### src/rtl/dlpp_pkg.sv
// Display list primitive parser: shared types, codes and helper functions.
// Used by the step logic, the top level and the testbench.
// No dependencies.
package dlpp_pkg;

  // Result kinds
  localparam logic [1:0] KIND_HEADER = 2'd0;
  localparam logic [1:0] KIND_INDEX  = 2'd1;
  localparam logic [1:0] KIND_END    = 2'd2;

  // End reasons
  localparam logic [2:0] REASON_DATA_END   = 3'd0;
  localparam logic [2:0] REASON_ZERO_FLAGS = 3'd1;
  localparam logic [2:0] REASON_ZERO_COUNT = 3'd2;
  localparam logic [2:0] REASON_END_COUNT  = 3'd3;
  localparam logic [2:0] REASON_NO_MAIN    = 3'd4;
  localparam logic [2:0] REASON_TRUNCATED  = 3'd5;

  // Configuration register indexes
  localparam logic [1:0] CFG_MAIN_ATTR = 2'd0;
  localparam logic [1:0] CFG_SUB_ATTR  = 2'd1;

  localparam int unsigned NUM_SLOTS = 12;
  localparam logic [3:0]  LAST_SLOT_LIMIT = 4'(NUM_SLOTS);

  // Descriptor codes that read an index
  localparam logic [1:0] DESC_BYTE = 2'd2;
  localparam logic [1:0] DESC_WORD = 2'd3;

  typedef logic [NUM_SLOTS-1:0][1:0] desc_t;

  typedef enum logic [5:0] {
    PH_FLAGS  = 6'b000001,
    PH_CNT_HI = 6'b000010,
    PH_CNT_LO = 6'b000100,
    PH_SKIP   = 6'b001000,
    PH_IDX    = 6'b010000,
    PH_IDX2   = 6'b100000
  } phase_t;

  typedef struct packed {
    phase_t      phase;
    logic [7:0]  flags_held;
    logic [7:0]  count_high;
    logic [15:0] count_held;
    logic [15:0] vertex_counter;
    logic [3:0]  slot_counter;
    logic [2:0]  skip_bit;
    logic [7:0]  value_high;
    logic        stopped;
  } state_t;

  localparam state_t STATE_RESET = '{
    phase:          PH_FLAGS,
    flags_held:     8'd0,
    count_high:     8'd0,
    count_held:     16'd0,
    vertex_counter: 16'd0,
    slot_counter:   4'd0,
    skip_bit:       3'd0,
    value_high:     8'd0,
    stopped:        1'b0
  };

  typedef struct packed {
    logic [1:0]  kind;
    logic [4:0]  primitive_type;
    logic [2:0]  format_index;
    logic [15:0] vertex_count;
    logic [15:0] vertex_number;
    logic [3:0]  attribute_slot;
    logic [15:0] attribute_value;
    logic        last_of_primitive;
    logic        stream_done;
    logic [2:0]  end_reason;
  } result_t;

  typedef struct packed {
    logic       found;
    logic [3:0] idx;
  } slot_pick_t;

  typedef struct packed {
    logic       found;
    logic [2:0] idx;
  } sub_pick_t;

  // Lowest slot at or above 'from' whose descriptor reads an index
  function automatic slot_pick_t first_slot(desc_t desc, logic [4:0] from);
    slot_pick_t pick;
    pick = '0;
    for (int s = NUM_SLOTS - 1; s >= 0; s--) begin
      if ((5'(s) >= from) && (desc[s] >= DESC_BYTE)) begin
        pick.found = 1'b1;
        pick.idx   = 4'(s);
      end
    end
    return pick;
  endfunction

  // Lowest set sub mask bit at or above 'from'
  function automatic sub_pick_t first_sub(logic [7:0] mask, logic [3:0] from);
    sub_pick_t pick;
    pick = '0;
    for (int b = 7; b >= 0; b--) begin
      if ((4'(b) >= from) && mask[b]) begin
        pick.found = 1'b1;
        pick.idx   = 3'(b);
      end
    end
    return pick;
  endfunction

endpackage

### src/rtl/dlpp_if.sv
// Display list primitive parser: byte, result and configuration channels.
// Valid/ready handshakes; depends on nothing but plain widths.

interface dlpp_byte_if;
  logic       valid;
  logic       ready;
  logic [7:0] data_byte;
  logic       last_byte;
  logic       start_stream;

  modport source (output valid, data_byte, last_byte, start_stream, input ready);
  modport sink   (input valid, data_byte, last_byte, start_stream, output ready);
endinterface

interface dlpp_result_if;
  logic        valid;
  logic        ready;
  logic [1:0]  kind;
  logic [4:0]  primitive_type;
  logic [2:0]  format_index;
  logic [15:0] vertex_count;
  logic [15:0] vertex_number;
  logic [3:0]  attribute_slot;
  logic [15:0] attribute_value;
  logic        last_of_primitive;
  logic        stream_done;
  logic [2:0]  end_reason;

  modport source (output valid, kind, primitive_type, format_index, vertex_count,
                  vertex_number, attribute_slot, attribute_value, last_of_primitive,
                  stream_done, end_reason, input ready);
  modport sink   (input valid, kind, primitive_type, format_index, vertex_count,
                  vertex_number, attribute_slot, attribute_value, last_of_primitive,
                  stream_done, end_reason, output ready);
endinterface

interface dlpp_cfg_if;
  logic        valid;
  logic        ready;
  logic [1:0]  index;
  logic [23:0] data;

  modport source (output valid, index, data, input ready);
  modport sink   (input valid, index, data, output ready);
endinterface

### src/rtl/dlpp_step.sv
// Display list primitive parser: next-state and result logic for one byte.
// Purely combinational; depends on dlpp_pkg.
module dlpp_step (
  input  dlpp_pkg::state_t  st,
  input  logic [23:0]       main_attributes,
  input  logic [7:0]        sub_attributes,
  input  logic [7:0]        data_byte,
  input  logic              last_byte,
  input  logic              start_stream,
  output dlpp_pkg::state_t  nxt,
  output logic              emit,
  output dlpp_pkg::result_t res
);
  import dlpp_pkg::*;

  desc_t       desc;
  sub_pick_t   sub_first;
  sub_pick_t   sub_after;
  slot_pick_t  slot_first;
  slot_pick_t  slot_after;
  logic [15:0] vc_inc;
  logic        fin_done;
  logic        cur_word;
  logic [15:0] count_word;

  logic        end_req;
  logic [2:0]  end_code;
  logic        hdr_req;
  logic        idx_req;
  logic        idx_done;
  logic [15:0] idx_value;

  // Moves to the next vertex, or closes the primitive
  function automatic state_t next_vertex(state_t s, logic [15:0] vc, logic done,
                                         sub_pick_t sp, slot_pick_t kp);
    state_t r;
    r = s;
    r.vertex_counter = vc;
    if (done) begin
      r.phase = PH_FLAGS;
    end else if (sp.found) begin
      r.phase    = PH_SKIP;
      r.skip_bit = sp.idx;
    end else begin
      r.phase        = PH_IDX;
      r.slot_counter = kp.idx;
    end
    return r;
  endfunction

  // Searches over the descriptor and sub masks
  assign desc       = desc_t'(main_attributes);
  assign sub_first  = first_sub(sub_attributes, 4'd0);
  assign sub_after  = first_sub(sub_attributes, {1'b0, st.skip_bit} + 4'd1);
  assign slot_first = first_slot(desc, 5'd0);
  assign slot_after = first_slot(desc, {1'b0, st.slot_counter} + 5'd1);
  assign vc_inc     = st.vertex_counter + 16'd1;
  assign fin_done   = (vc_inc >= st.count_held) || !(sub_first.found || slot_first.found);
  assign cur_word   = (st.slot_counter < LAST_SLOT_LIMIT) &&
                      (desc[st.slot_counter] == DESC_WORD);
  assign count_word = {st.count_high, data_byte};

  // Phase decode
  always_comb begin
    nxt       = st;
    end_req   = 1'b0;
    end_code  = REASON_DATA_END;
    hdr_req   = 1'b0;
    idx_req   = 1'b0;
    idx_done  = 1'b0;
    idx_value = {8'd0, data_byte};
    if (start_stream) begin
      nxt.stopped = 1'b0;
      nxt.phase   = PH_FLAGS;
    end
    if (!nxt.stopped) begin
      case (nxt.phase)
        PH_CNT_HI: begin
          nxt.count_high = data_byte;
          if (last_byte) begin
            end_req  = 1'b1;
            end_code = REASON_TRUNCATED;
          end else begin
            nxt.phase = PH_CNT_LO;
          end
        end
        PH_CNT_LO: begin
          nxt.count_held = count_word;
          if (count_word == 16'd0) begin
            end_req  = 1'b1;
            end_code = REASON_ZERO_COUNT;
          end else if (last_byte) begin
            end_req  = 1'b1;
            end_code = REASON_END_COUNT;
          end else if (main_attributes == 24'd0) begin
            end_req  = 1'b1;
            end_code = REASON_NO_MAIN;
          end else begin
            hdr_req = 1'b1;
            nxt = next_vertex(nxt, 16'd0, !(sub_first.found || slot_first.found),
                              sub_first, slot_first);
          end
        end
        PH_SKIP: begin
          if (sub_after.found) begin
            nxt.skip_bit = sub_after.idx;
          end else if (slot_first.found) begin
            nxt.phase        = PH_IDX;
            nxt.slot_counter = slot_first.idx;
          end else begin
            nxt      = next_vertex(nxt, vc_inc, fin_done, sub_first, slot_first);
            idx_done = fin_done;
          end
          if (last_byte) begin
            end_req  = 1'b1;
            end_code = idx_done ? REASON_DATA_END : REASON_TRUNCATED;
          end
        end
        PH_IDX, PH_IDX2: begin
          if ((nxt.phase == PH_IDX) && cur_word) begin
            // high byte of a 16-bit index
            nxt.value_high = data_byte;
            nxt.phase      = PH_IDX2;
            if (last_byte) begin
              end_req  = 1'b1;
              end_code = REASON_TRUNCATED;
            end
          end else begin
            if (nxt.phase == PH_IDX2) begin
              idx_value = {st.value_high, data_byte};
            end
            idx_req = 1'b1;
            if (slot_after.found) begin
              nxt.slot_counter = slot_after.idx;
              nxt.phase        = PH_IDX;
            end else begin
              nxt      = next_vertex(nxt, vc_inc, fin_done, sub_first, slot_first);
              idx_done = fin_done;
            end
          end
        end
        default: begin
          // flags byte
          nxt.flags_held = data_byte;
          nxt.count_held = 16'd0;
          if (data_byte == 8'd0) begin
            end_req  = 1'b1;
            end_code = REASON_ZERO_FLAGS;
          end else if (last_byte) begin
            end_req  = 1'b1;
            end_code = REASON_TRUNCATED;
          end else begin
            nxt.phase = PH_CNT_HI;
          end
        end
      endcase
    end

    // Result word
    emit = end_req || hdr_req || idx_req;
    res  = '0;
    res.primitive_type = nxt.flags_held[7:3];
    res.format_index   = nxt.flags_held[2:0];
    res.vertex_count   = nxt.count_held;
    if (end_req) begin
      nxt.stopped     = 1'b1;
      nxt.phase       = PH_FLAGS;
      res.kind        = KIND_END;
      res.stream_done = 1'b1;
      res.end_reason  = end_code;
    end else if (idx_req) begin
      res.kind              = KIND_INDEX;
      res.vertex_number     = st.vertex_counter;
      res.attribute_slot    = st.slot_counter;
      res.attribute_value   = idx_value;
      res.last_of_primitive = idx_done;
      if (last_byte) begin
        nxt.stopped     = 1'b1;
        nxt.phase       = PH_FLAGS;
        res.stream_done = 1'b1;
        res.end_reason  = idx_done ? REASON_DATA_END : REASON_TRUNCATED;
      end
    end else begin
      res.kind = KIND_HEADER;
    end
  end

endmodule

### src/rtl/display_list_primitive_parser.sv
// Display list primitive parser, top level: state, configuration and result
// registers around the per-byte step logic. Depends on dlpp_pkg, dlpp_if.sv
// and dlpp_step.
// A result word is registered and is valid in the cycle after the byte that causes it.
// Throughput: one byte per cycle; the single output register stalls input
// whenever it holds a word that the receiver has not yet taken.
// Reset (synchronous, rst high) clears the parse state, both attribute
// registers and the output valid flag.
module display_list_primitive_parser (
  input  logic         clk,
  input  logic         rst,
  dlpp_cfg_if.sink     cfg,
  dlpp_byte_if.sink    bytes,
  dlpp_result_if.source results
);
  import dlpp_pkg::*;

  logic [23:0] main_attributes;
  logic [7:0]  sub_attributes;
  state_t      st;
  state_t      st_next;
  logic        emit;
  result_t     res_next;
  result_t     result;
  logic        out_valid;
  logic        in_acc;

  assign cfg.ready   = 1'b1;
  assign bytes.ready = !out_valid || results.ready;
  assign in_acc      = bytes.valid && bytes.ready;

  // Attribute registers
  always_ff @(posedge clk) begin
    if (rst) begin
      main_attributes <= 24'd0;
      sub_attributes  <= 8'd0;
    end else if (cfg.valid) begin
      case (cfg.index)
        CFG_MAIN_ATTR: main_attributes <= cfg.data;
        CFG_SUB_ATTR:  sub_attributes  <= cfg.data[7:0];
        default: ;
      endcase
    end
  end

  dlpp_step u_step (
    .st              (st),
    .main_attributes (main_attributes),
    .sub_attributes  (sub_attributes),
    .data_byte       (bytes.data_byte),
    .last_byte       (bytes.last_byte),
    .start_stream    (bytes.start_stream),
    .nxt             (st_next),
    .emit            (emit),
    .res             (res_next)
  );

  // Parse state
  always_ff @(posedge clk) begin
    if (rst) begin
      st <= STATE_RESET;
    end else if (in_acc) begin
      st <= st_next;
    end
  end

  // Output register
  always_ff @(posedge clk) begin
    if (rst) begin
      out_valid <= 1'b0;
    end else if (in_acc && emit) begin
      out_valid <= 1'b1;
    end else if (results.ready) begin
      out_valid <= 1'b0;
    end
  end

  always_ff @(posedge clk) begin
    if (in_acc && emit) begin
      result <= res_next;
    end
  end

  assign results.valid             = out_valid;
  assign results.kind              = result.kind;
  assign results.primitive_type    = result.primitive_type;
  assign results.format_index      = result.format_index;
  assign results.vertex_count      = result.vertex_count;
  assign results.vertex_number     = result.vertex_number;
  assign results.attribute_slot    = result.attribute_slot;
  assign results.attribute_value   = result.attribute_value;
  assign results.last_of_primitive = result.last_of_primitive;
  assign results.stream_done       = result.stream_done;
  assign results.end_reason        = result.end_reason;

  // A word that ends the stream leaves the parser stopped
  a_done_stops: assert property (@(posedge clk) disable iff (rst)
    in_acc && emit && res_next.stream_done |=> st.stopped)
    else $error("parser not stopped after a stream-ending word");

  // Once stopped, bytes without a restart give nothing
  a_stopped_silent: assert property (@(posedge clk) disable iff (rst)
    in_acc && st.stopped && !bytes.start_stream |-> !emit)
    else $error("word produced while stopped");

  // An end word always carries the done flag
  a_end_done: assert property (@(posedge clk) disable iff (rst)
    out_valid && (result.kind == KIND_END) |-> result.stream_done)
    else $error("end word without stream_done");

  // A header never ends the stream and names no index
  a_header_clean: assert property (@(posedge clk) disable iff (rst)
    out_valid && (result.kind == KIND_HEADER) |->
      !result.stream_done && !result.last_of_primitive && (result.attribute_value == 16'd0))
    else $error("malformed header word");

endmodule

### src/flat_wrapper.sv
// flat-port wrapper written by rule: the top's interface ports become plain ports
module display_list_primitive_parser_flat import dlpp_pkg::*;
  (clk, rst, cfg_valid, cfg_index, cfg_data, cfg_ready, bytes_valid, bytes_data_byte, bytes_last_byte, bytes_start_stream, bytes_ready, results_valid, results_kind, results_primitive_type, results_format_index, results_vertex_count, results_vertex_number, results_attribute_slot, results_attribute_value, results_last_of_primitive, results_stream_done, results_end_reason, results_ready);
  dlpp_cfg_if cfg_i ();
  dlpp_byte_if bytes_i ();
  dlpp_result_if results_i ();
  input  logic clk;
  input  logic rst;
  input wire logic [$bits(cfg_i.valid)-1:0] cfg_valid;
  input wire logic [$bits(cfg_i.index)-1:0] cfg_index;
  input wire logic [$bits(cfg_i.data)-1:0] cfg_data;
  output wire logic [$bits(cfg_i.ready)-1:0] cfg_ready;
  input wire logic [$bits(bytes_i.valid)-1:0] bytes_valid;
  input wire logic [$bits(bytes_i.data_byte)-1:0] bytes_data_byte;
  input wire logic [$bits(bytes_i.last_byte)-1:0] bytes_last_byte;
  input wire logic [$bits(bytes_i.start_stream)-1:0] bytes_start_stream;
  output wire logic [$bits(bytes_i.ready)-1:0] bytes_ready;
  output wire logic [$bits(results_i.valid)-1:0] results_valid;
  output wire logic [$bits(results_i.kind)-1:0] results_kind;
  output wire logic [$bits(results_i.primitive_type)-1:0] results_primitive_type;
  output wire logic [$bits(results_i.format_index)-1:0] results_format_index;
  output wire logic [$bits(results_i.vertex_count)-1:0] results_vertex_count;
  output wire logic [$bits(results_i.vertex_number)-1:0] results_vertex_number;
  output wire logic [$bits(results_i.attribute_slot)-1:0] results_attribute_slot;
  output wire logic [$bits(results_i.attribute_value)-1:0] results_attribute_value;
  output wire logic [$bits(results_i.last_of_primitive)-1:0] results_last_of_primitive;
  output wire logic [$bits(results_i.stream_done)-1:0] results_stream_done;
  output wire logic [$bits(results_i.end_reason)-1:0] results_end_reason;
  input wire logic [$bits(results_i.ready)-1:0] results_ready;
  assign cfg_i.valid = cfg_valid;
  assign cfg_i.index = cfg_index;
  assign cfg_i.data = cfg_data;
  assign cfg_ready = cfg_i.ready;
  assign bytes_i.valid = bytes_valid;
  assign bytes_i.data_byte = bytes_data_byte;
  assign bytes_i.last_byte = bytes_last_byte;
  assign bytes_i.start_stream = bytes_start_stream;
  assign bytes_ready = bytes_i.ready;
  assign results_valid = results_i.valid;
  assign results_kind = results_i.kind;
  assign results_primitive_type = results_i.primitive_type;
  assign results_format_index = results_i.format_index;
  assign results_vertex_count = results_i.vertex_count;
  assign results_vertex_number = results_i.vertex_number;
  assign results_attribute_slot = results_i.attribute_slot;
  assign results_attribute_value = results_i.attribute_value;
  assign results_last_of_primitive = results_i.last_of_primitive;
  assign results_stream_done = results_i.stream_done;
  assign results_end_reason = results_i.end_reason;
  assign results_i.ready = results_ready;
  display_list_primitive_parser u_core (.clk(clk), .rst(rst), .cfg(cfg_i), .bytes(bytes_i), .results(results_i));
endmodule
### config.mk
export PLATFORM = sky130hd
export DESIGN_NAME = display_list_primitive_parser_flat
export DESIGN_NICKNAME = d
export VERILOG_FILES = /design/src/rtl/dlpp_pkg.sv /design/src/rtl/dlpp_if.sv /design/src/rtl/dlpp_step.sv /design/src/rtl/display_list_primitive_parser.sv /design/src/flat_wrapper.sv
export SDC_FILE = /design/constraint.sdc
export NUM_CORES = 1
export LEC_CHECK = 0
export BUFFER_PORTS_ARGS = -buffer_cell sky130_fd_sc_hd__buf_4
export CAP_MARGIN = 20
export CORE_AREA = 2 2 148 150
export CTS_BUF_LIST = sky130_fd_sc_hd__clkbuf_4 sky130_fd_sc_hd__clkbuf_8 sky130_fd_sc_hd__clkbuf_16
export CTS_CLUSTER_SIZE = 25
export DETAILED_ROUTE_END_ITERATION = 16
export DIE_AREA = 0 0 150 152
export GPL_ROUTABILITY_DRIVEN = 0
export PLACE_DENSITY = 0.74
export SLEW_MARGIN = 0
export SYNTH_ARGS = -nofsm -noshare
export SYNTH_HDL_FRONTEND = slang
export SYNTH_HIERARCHICAL = 1
export SYNTH_SLANG_ARGS = --single-unit
### constraint.sdc
create_clock -name clk -period 5.2 [get_ports clk]
set_input_delay 0.52 -clock clk [delete_from_list [all_inputs] [get_ports clk]]
set_output_delay 0.52 -clock clk [all_outputs]
set_load 0.01 [all_outputs]
## After elaboration in Yosys (flattened, before gate mapping)

Cells that the tools add are included.
Widths: inputs -> output; s select.

| storage, ports and cells | value |
|---|---|
| register bits after elaboration | 170 |
| input port bits | 41 |
| logic and storage cells | 260 |

| operators by class | value |
|---|---|
| add/sub/neg operators | 3 |
| magnitude comparators | 35 |
| eq/ne operators | 16 |
| muxes and demuxes | 129 |
| bitwise operators | 6 |
| reduce and logical (&&, ||, !) cells | 48 |

Operators by type and width:

| kind | number |
|---|---|
| $mux 70 | 4 |
| $mux 5 | 26 |
| $pmux 32 s3 | 1 |
| $mux 4 | 21 |
| $mux 6 | 11 |
| $pmux 16 s4 | 1 |
| $pmux 8 s4 | 2 |
| $mux 58 | 1 |
| $mux 3 | 13 |
| $mux 16 | 2 |
| $mux 8 | 4 |
| $mux 1 | 30 |
| $ge 2x2->1 const B | 12 |
| $logic_and 1x1->1 | 24 |
| $logic_not 24->1 | 1 |
| $mux 12 | 2 |
| $pmux 6 s4 | 1 |
| $mux 23 | 1 |
| $mux 7 | 3 |
| $ge 3x5->1 const A | 4 |
| $ge 4x5->1 const A | 4 |
| $reduce_and 10->1 | 2 |
| $add 16x1->16 const B | 1 |
| $ge 16x16->1 | 1 |
| other kinds (37) | 65 |

## Depth between registers and ports, before layout

Gate-level depths: netlist of the first run.

| logic depth | value |
|---|---|
| depth after elaboration | 26 |
| mapped depth | 19 |
| mapped depth without buffers | 19 |

## Cells and area by module

The synthesis of the first run kept the hierarchy.

By module, submodules not included:

| module | instances | cells each | area each (µm²) |
|---|---|---|---|
| display_list_primitive_parser | 1 | 536 | 6217.2 |
| dlpp_step | 1 | 647 | 4262.8 |

## Least setup slack after synthesis of the first run

Ideal clock, no wire load.

| timing | value |
|---|---|
| kind | input -> register |
| start | input bytes_start_stream |
| end | register u_core.result, in the netlist u_core/results.attribute_slot[0], enable pin |
| library setup time | 0.500 ns |
| arrival time | 5.056 ns |
| required time | 4.700 ns |
| slack | -0.357 ns |
| cell stages on the path | 9 |
| path through | clkbuf_1 -> nor4_4 -> and4_1 -> o21a_1 -> nor2_1 -> a31oi_1 -> a211o_1 -> nand2_1 -> nor2b_1 |

| on the way | value |
|---|---|
| longest elaborated chain between the ends | 9 |
| elaborated cells on any way between the ends | 21 |
| classes of those cells | 5 x eq/ne; 10 x mux; 6 x reduce/logical |

Ends and longest elaborated chain:

| item | RTL line | text |
|---|---|---|
| start, declared | flat_wrapper.sv:16 | `input wire logic [$bits(bytes_i.start_stream)-1:0] bytes_start_stream;` |
| $mux 6 | dlpp_step.sv:72 | `if (start_stream) begin` |
| $eq 6x5->1 | dlpp_step.sv:77, dlpp_step.sv:120 |  |
| $logic_and 1x1->1 | dlpp_step.sv:120 | `if ((nxt.phase == PH_IDX) && cur_word) begin` |
| $mux 1 | dlpp_step.sv:120 |  |
| $pmux 1 s3 | dlpp_step.sv:77 | `case (nxt.phase)` |
| $mux 1 (*) | dlpp_step.sv:76 | `if (!nxt.stopped) begin` |
| named net u_core.u_step.end_req | dlpp_step.sv:26 | `logic end_req;` |
| $logic_or 1x1->1 (*) (2 in a row) | dlpp_step.sv:160 | `emit = end_req \|\| hdr_req \|\| idx_req;` |
| named net u_core.emit | display_list_primitive_parser.sv:22 | `logic emit;` |
| $logic_and 1x1->1 (*) | display_list_primitive_parser.sv:79 | `if (in_acc && emit) begin` |
| end signal, assigned | display_list_primitive_parser.sv:80 | `result <= res_next;` |
| end, declared | display_list_primitive_parser.sv:24 | `result_t result;` |

The timed path passes the listed nets; every way through them passes the cells marked *.
A chain may end at the register's enable or synchronous reset.

## Worst setup path in the final report of the first run

| timing | value |
|---|---|
| start | register, netlist name u_core/st[16] |
| end | register, netlist name u_core/st[13] |

| on the way | value |
|---|---|
| longest elaborated chain between the ends | 8 |
| elaborated cells on any way between the ends | 10 |
| classes of those cells | 1 x add/sub; 1 x order compare; 7 x mux; 1 x reduce/logical |

Ends and longest elaborated chain:

| item | RTL line | text |
|---|---|---|
| $add 16x1->16 (*) | dlpp_step.sv:57 | `assign vc_inc = st.vertex_counter + 16'd1;` |
| $ge 16x16->1 (*) | dlpp_step.sv:58 | `assign fin_done = (vc_inc >= st.count_held) \|\| !(sub_first.found \|\| slot_first.found);` |
| $logic_or 1x1->1 (*) | dlpp_step.sv:58 |  |
| $mux 7 (*) | -- |  |
| $mux 7 | -- |  |
| $mux 4 | -- |  |
| $mux 23 | -- |  |
| $pmux 32 s3 (*) | -- |  |

Every way passes the cells marked *; elsewhere a longest branch is shown, timed or not. The select of a mux whose other input is x is not followed.

==> results of run 1 <==
==> cell type report <==
type | instances | area (um2)
timing repair buffer | 120 | 901
sequential | 170 | 4070
clock inverter | 15 | 173
fill | 1953 | 9640
clock buffer | 17 | 425
tap | 280 | 350
multi-input combinational | 861 | 5620
inverter | 44 | 165
==> cell families (layout without fill, tap and decap cells) <==
group | after synthesis | after routing | synth area share, %
simple gates | 485 | 485 | 27.2
compound gates | 304 | 304 | 18.6
flops | 170 | 170 | 38.9
buf+inv | 152 | 196 | 7.61
mux | 31 | 31 | 3.55
fa+ha+maj | 23 | 23 | 2.75
xor+xnor | 17 | 17 | 1.42
other cells | 1 | 1 | 0.0358
==> layer usage <==
metal / vias to the layer above / global-route usage, % / share of wire, %
met2: 376 / 35.8 / 46
met1: 4296 / 33.3 / 45
met4: 0 / 7.50 / 1.7
met5: - / 0 / 0
met3: 41 / 3.75 / 7.6
li1: 4374 / - / -
==> report_power, final <==
part / leakage (nW) / switching [mW] / total (mW) / internal (mW)
Clock: 0.294 / 0.599 / 1.29 / 0.687
Sequential: 1.46 / 0.0241 / 1.44 / 1.42
Combinational: 2.47 / 0.191 / 0.314 / 0.122
Total: 4.23 / 0.814 / 3.04 / 2.23
==> synth_stat cells, types with 13 or more instances <==
cell | number | area share, %
sky130_fd_sc_hd__nand2_1 | 107 | 3.8
sky130_fd_sc_hd__dfxtp_1 | 103 | 20
sky130_fd_sc_hd__nand2b_1 | 87 | 5.2
sky130_fd_sc_hd__a21oi_1 | 81 | 3.9
sky130_fd_sc_hd__o21ai_0 | 79 | 3.8
sky130_fd_sc_hd__nand4b_1 | 73 | 6.1
sky130_fd_sc_hd__edfxtp_1 | 67 | 19
sky130_fd_sc_hd__clkbuf_1 | 52 | 1.9
sky130_fd_sc_hd__nor2_1 | 48 | 1.7
sky130_fd_sc_hd__inv_1 | 43 | 1.5
sky130_fd_sc_hd__and3_1 | 34 | 2.0
sky130_fd_sc_hd__buf_4 | 30 | 2.1
sky130_fd_sc_hd__nand3_1 | 28 | 1.3
sky130_fd_sc_hd__o21ai_1 | 26 | 1.2
sky130_fd_sc_hd__mux2_2 | 24 | 2.6
sky130_fd_sc_hd__nor3_1 | 24 | 1.1
sky130_fd_sc_hd__ha_1 | 23 | 2.7
sky130_fd_sc_hd__a22o_1 | 20 | 1.7
sky130_fd_sc_hd__and2_1 | 17 | 1.0
sky130_fd_sc_hd__a31oi_1 | 16 | 0.96
sky130_fd_sc_hd__xnor2_1 | 14 | 1.2
sky130_fd_sc_hd__buf_2 | 13 | 0.62
sky130_fd_sc_hd__buf_6 | 13 | 1.4
==> worst max-delay path, cell delays in order, from the launching register on <==
cell	delay (ns)
sky130_fd_sc_hd__dfxtp_1	0.45
sky130_fd_sc_hd__ha_1	0.28
sky130_fd_sc_hd__and3_1	0.22
sky130_fd_sc_hd__and3_1	0.23
sky130_fd_sc_hd__and3_1	0.23
sky130_fd_sc_hd__inv_1	0.07
sky130_fd_sc_hd__nor3_1	0.44
sky130_fd_sc_hd__nand3_1	0.17
sky130_fd_sc_hd__xnor2_1	0.26
sky130_fd_sc_hd__ha_1	0.30
sky130_fd_sc_hd__nand4_1	0.10
sky130_fd_sc_hd__nor3_1	0.06
sky130_fd_sc_hd__a21oi_1	0.51
sky130_fd_sc_hd__nand2_1	0.29
sky130_fd_sc_hd__mux2_1	0.38
sky130_fd_sc_hd__a311o_1	0.34
sky130_fd_sc_hd__nand4b_1	0.09
sky130_fd_sc_hd__o21ai_0	0.10
==> registers in the layout (all words and copies together), names as in the netlist, 2 cells and up <==
| signal | cells |
|---|---|
| u_core/results.attribute_value | 16 |
| u_core/results.format_index | 3 |
| u_core/sub_attributes | 8 |
| u_core/results.attribute_slot | 4 |
| u_core/results.vertex_count | 16 |
| u_core/st | 70 |
| u_core/results.end_reason | 3 |
| u_core/main_attributes | 24 |
| u_core/results.vertex_number | 16 |
| u_core/results.primitive_type | 5 |
| u_core/results.kind | 2 |
==> final timing paths <==
check / to / cells after the start / startpoint / slack, ns
max reg2reg: u_core/st[13] / 17 / u_core/st[16] / 0.53
max: u_core/st[13] / 17 / u_core/st[16] / 0.53
min: u_core/main_attributes[23] / 3 / cfg_data[23] / 0.33
min reg2reg: u_core/st[61] / 2 / u_core/st[61] / 0.48
==> metrics by stage <==
step           cell area, um2  hold WS (ns)  utilization [%]
2_1_floorplan           10500         0.435                -
3_3_place_gp            11100         0.450             52.0
3_5_place_dp            11100         0.464             52.0
4_1_cts                 11700         0.320             54.8
5_1_grt                 11700         0.320             54.8
6_report                11700         0.327             54.8
==> results.json, run 1 <==
{
  "floorplan.initialDensity_pct": 49.1,
  "clock_tree.buffer_depth": 2,
  "drv_cap": 0,
  "grt_first_pass_wirelength_mm": 43.0,
  "synth.cell_area_mm2": 0.0105,
  "commonest_non_fill_non_tap_cells_in_the_layout": "sky130_fd_sc_hd__buf_4, sky130_fd_sc_hd__nand2_1, sky130_fd_sc_hd__dfxtp_1",
  "die_width_um": 150,
  "h_tree_lvl_count": 4,
  "synth_edf_count": 67,
  "layout.cells.most_common": "sky130_fd_sc_hd__buf_4",
  "remaining_drc_errors": 0,
  "synth.yosys.warnings": 6,
  "num_io_pins": 111,
  "final-hold-violation-count": 0,
  "share_of_final_layout_standard_cells_stronger_than_drive_strength_1_pct": 16.9,
  "status": "finished clean",
  "place_hpwl_mm": 17.9,
  "cts.clk_slew.worst_paths_ns": 0.07,
  "post_cts.repair.setup_buffers": 0,
  "clock_latency_ns": 0.44,
  "detailroute.via_count": 9087,
  "floorplan.die.height_um": 152,
  "gr-total-overflow": 0,
  "cts_bufs_inserted": 17,
  "pin_count_of_the_biggest_net_entering_global_routing": 90,
  "hold_bufs_at_cts": 0,
  "post-route-min-period_ns": 4.67,
  "initial_antenna_violation_count": 0,
  "rows": 54,
  "timing.final.crit_share_pct": 89.9,
  "nets": 1278,
  "rsz0062_at_grt": "false",
  "fin_tns_setup_ns": 0,
  "timing_worst_slew_pin_value_ns": 1.12,
  "vdd_drop_max_mv": 0.195,
  "max_clock_freq_ghz": 0.214,
  "insertedDiodeCount": 0,
  "ffs_w_async_s_r_synth_pct": 0,
  "powerDensity_mw_per_mm2": 260,
  "timing.critical_path.to_type": "flop",
  "hold_path_class": "in2reg",
  "cts.repair.resized": 0,
  "yosys_most_used_dff": "sky130_fd_sc_hd__dfxtp_1",
  "avg_wl_per_cell_um": 18.0,
  "cp_data_arrival_time_ns": 4.95,
  "p_total_mw": 3.04,
  "detailedPlace.worstSlack_ns": 0.582,
  "antenna_violating_nets_post_route": 0,
  "worstSetupPathType": "reg2reg",
  "placeableCoreArea_mm2": 0.0214,
  "die_area_mm2": 0.0228,
  "via_per_inst": 6.03,
  "dpl.cell_count": 1475,
  "cts_sinks": 170,
  "worst_setup_path_start_kind": "flop",
  "synthesis.instances": 1183,
  "slew_viols_final": 0,
  "cp.required_ns": 5.48,
  "post_synth_num_cell_types": 89,
  "finClkSkew_ns": 0.0135,
  "timing.final.setup_violations": 0,
  "yosysSeqAreaShare_pct": 38.9,
  "globalRouteTotalUtil_pct": 23.2,
  "area.growth.synth_to_final_pct": 11.7,
  "cts_root_buffer": "sky130_fd_sc_hd__clkbuf_16",
  "relSlewSlack_pct": 25.3,
  "synth.net_count": 1247,
  "number_of_global_route_vias_before_repair": 8208,
  "post_layout_nonfiller_instances": 1507,
  "timing.critical_path.fanout_max": 8,
  "ys_seq_elements": 170,
  "tritoncts": "built",
  "drt_first_pass_iters": 6,
  "post_synthesis_area_per_instance_um2": 8.86,
  "port_buffers": 109,
  "static-leakage-power_nw": 4.23,
  "timing.final.ws_setup_ns": 0.526,
  "detail_route.iter0.violations": 875,
  "finalWirelength_mm": 27.1
}
Power figures use the tool's default switching activity.
==> inputs of run 2 (changes only) <==
- CORE_AREA: 2 2 148 150 -> 2 2 122 183
- DIE_AREA: 0 0 150 152 -> 0 0 124 185
- PLACE_DENSITY: 0.74 -> 0.73
==> run 2 against run 1 <==
Effect of this change: combinational power barely moved; power fell by 0.38%; sequential share of layout area rose by 0.086 points; fmax fell by 1.5%; register-to-register slack got worse by 0.07 ns; clock-buffer cell count rose by 2; first-iteration DRC count rose by 9.6%; largest cell class unchanged.
==> results.json, run 2 (synthesis results as in run 1) <==
{
  "post-route-min-period_ns": 4.75,
  "p_total_mw": 3.03,
  "timing.critical_path.fanout_max": 8,
  "hold_bufs_at_cts": 0,
  "detail_route.iter0.violations": 959,
  "finClkSkew_ns": 0.0103,
  "dpl-instance-area_mm2": 0.0111,
  "slew_viols_final": 0,
  "place_hpwl_mm": 18.7,
  "globalRouteTotalUtil_pct": 24.1,
  "clock_tree.buffer_depth": 2,
  "critical_path.reg2reg.endpoint": "u_core/st[13]",
  "clock_latency_ns": 0.44,
  "rows": 66,
  "h_tree_lvl_count": 4,
  "regMostFlops": "u_core/st",
  "hold_path_class": "in2reg",
  "finalCoreUtilization_pct": 54.4,
  "met3_wirelength_mm": 1.60,
  "r2r_cells": 17,
  "relSlewSlack_pct": 29.4,
  "via_per_inst": 6.10,
  "met2_length_mm": 13.4,
  "final_design_area_no_fill_mm2": 0.0117,
  "status": "finished clean",
  "detail_route.wirelength.met1_mm": 11.5,
  "placeableCoreArea_mm2": 0.0215,
  "hold_path_depth": 3,
  "largest_register_ffs": 70,
  "finalWirelength_mm": 27.4,
  "post_layout_nonfiller_instances": 1499,
  "floorplan.die.height_um": 185,
  "timing.critical_path.to_type": "flop",
  "die_area_mm2": 0.0229,
  "share_of_final_layout_standard_cells_stronger_than_drive_strength_1_pct": 16.8,
  "timing_worst_slew_pin_value_ns": 1.05,
  "dpl.cell_count": 1467,
  "vdd_drop_max_mv": 0.198,
  "commonest_non_fill_non_tap_cells_in_the_layout": "sky130_fd_sc_hd__buf_4, sky130_fd_sc_hd__nand2_1, sky130_fd_sc_hd__dfxtp_1",
  "hold-path-endpoint": "u_core/main_attributes[12]",
  "port_buffers": 109,
  "grt_first_pass_wirelength_mm": 43.6,
  "ff2ff_setup_slack_ns": 0.45,
  "pin_count_of_the_biggest_net_entering_global_routing": 110,
  "num_io_pins": 111,
  "timing.final.crit_share_pct": 91.3,
  "area.growth.synth_to_final_pct": 11.4,
  "detailroute.via_count": 9148,
  "nets": 1278,
  "origin_of_the_critical_flop_to_flop_path": "u_core/st[16]",
  "static-leakage-power_nw": 4.21,
  "cp.required_ns": 5.50,
  "largest_regs": "u_core/st x70, u_core/main_attributes x24",
  "drt_first_pass_iters": 6,
  "initial_antenna_violation_count": 0,
  "cts_sinks": 170,
  "antenna_violating_nets_post_route": 0,
  "gr-total-overflow": 0,
  "rsz0062_at_grt": "false",
  "number_of_global_route_vias_before_repair": 8399,
  "cp_data_arrival_time_ns": 5.05,
  "final-hold-violation-count": 0,
  "floorplan.initialDensity_pct": 48.8,
  "min_from": "cfg_data[12]",
  "layout.cells.most_common": "sky130_fd_sc_hd__buf_4",
  "die_width_um": 124,
  "avg_wl_per_cell_um": 18.3,
  "timing.final.setup_violations": 0,
  "post_cts.repair.setup_buffers": 0,
  "fillCellCount": 1984,
  "remaining_drc_errors": 0,
  "worst_setup_path_start_kind": "flop",
  "cts_root_buffer": "sky130_fd_sc_hd__clkbuf_16",
  "powerDensity_mw_per_mm2": 260,
  "tritoncts": "built",
  "fin_tns_setup_ns": 0,
  "cts.clk_slew.worst_paths_ns": 0.07,
  "drv_cap": 0,
  "insertedDiodeCount": 0,
  "worstSetupPathType": "reg2reg",
  "maxUsedRoutingLayer": "met4",
  "max_clock_freq_ghz": 0.211,
  "cts_bufs_inserted": 17,
  "cts.repair.resized": 0
}
[run 2: cell types whose count changed in the layout (fill, tap and decap cells not counted), sizes merged]
cell and change:
clkbuf +2, clkinvlp +3, inv -3, clkinv -3, bufinv +1
[run 2: stage by stage]
stage	hold WS, ns	setup WS, ns
CTS	0.306	0.577
floorplan	0.435	0.937
global placement	0.450	0.761
finish	0.321	0.455
detailed placement	0.456	0.604
global route	0.320	0.111
[run 2: where the power goes]
part | leakage, nW | internal (mW) | total (mW) | switching (mW)
combinational | 2.47 | 0.122 | 0.316 | 0.194
sequential | 1.46 | 1.42 | 1.44 | 0.0239
clock | 0.277 | 0.721 | 1.27 | 0.551
total | 4.21 | 2.26 | 3.03 | 0.769
[run 2: per-layer routing]
layer	track usage [%]	up-vias
met1	30.5	4358
met4	10.1	0
li1	-	4362
met2	40.7	365
met3	3.39	63
met5	0	-
[run 2: how the worst max path moves through the flow]
stage                       start                                to  slack, ns  cells past startpoint
2_1_floorplan  bytes_start_stream  u_core/results.attribute_slot[0]       0.94                      9
5_1_grt             u_core/st[16]                     u_core/st[13]       0.11                     17
3_5_place_dp        u_core/st[16]                     u_core/st[13]       0.60                     17
4_1_cts             u_core/st[16]                     u_core/st[13]       0.58                     17
6_report            u_core/st[16]                     u_core/st[13]       0.45                     17
3_3_place_gp        u_core/st[16]                     u_core/st[13]       0.76                     17
[run 2: worst max-delay path, stage by stage, from the launching register on]
cell                       delay, ns
sky130_fd_sc_hd__dfxtp_1        0.45
sky130_fd_sc_hd__ha_1           0.27
sky130_fd_sc_hd__and3_1         0.22
sky130_fd_sc_hd__and3_1         0.24
sky130_fd_sc_hd__and3_1         0.23
sky130_fd_sc_hd__inv_1          0.07
sky130_fd_sc_hd__nor3_1         0.41
sky130_fd_sc_hd__nand3_1        0.16
sky130_fd_sc_hd__xnor2_1        0.24
sky130_fd_sc_hd__ha_1           0.29
sky130_fd_sc_hd__nand4_1        0.11
sky130_fd_sc_hd__nor3_1         0.07
sky130_fd_sc_hd__a21oi_1        0.59
sky130_fd_sc_hd__nand2_1        0.33
sky130_fd_sc_hd__mux2_1         0.40
sky130_fd_sc_hd__a311o_1        0.35
sky130_fd_sc_hd__nand4b_1       0.09
sky130_fd_sc_hd__o21ai_0        0.10
[run 2: layout make-up]
type | count | area (um2) | share of cell area [%]
Timing Repair Buffer | 120 | 901 | 7.71
Inverter | 44 | 165 | 1.41
Clock inverter | 13 | 139 | 1.19
Tap cell | 272 | 340 | 2.91
Multi-Input combinational cell | 861 | 5620 | 48.1
Clock buffer | 19 | 440 | 3.77
Sequential cell | 170 | 4070 | 34.9
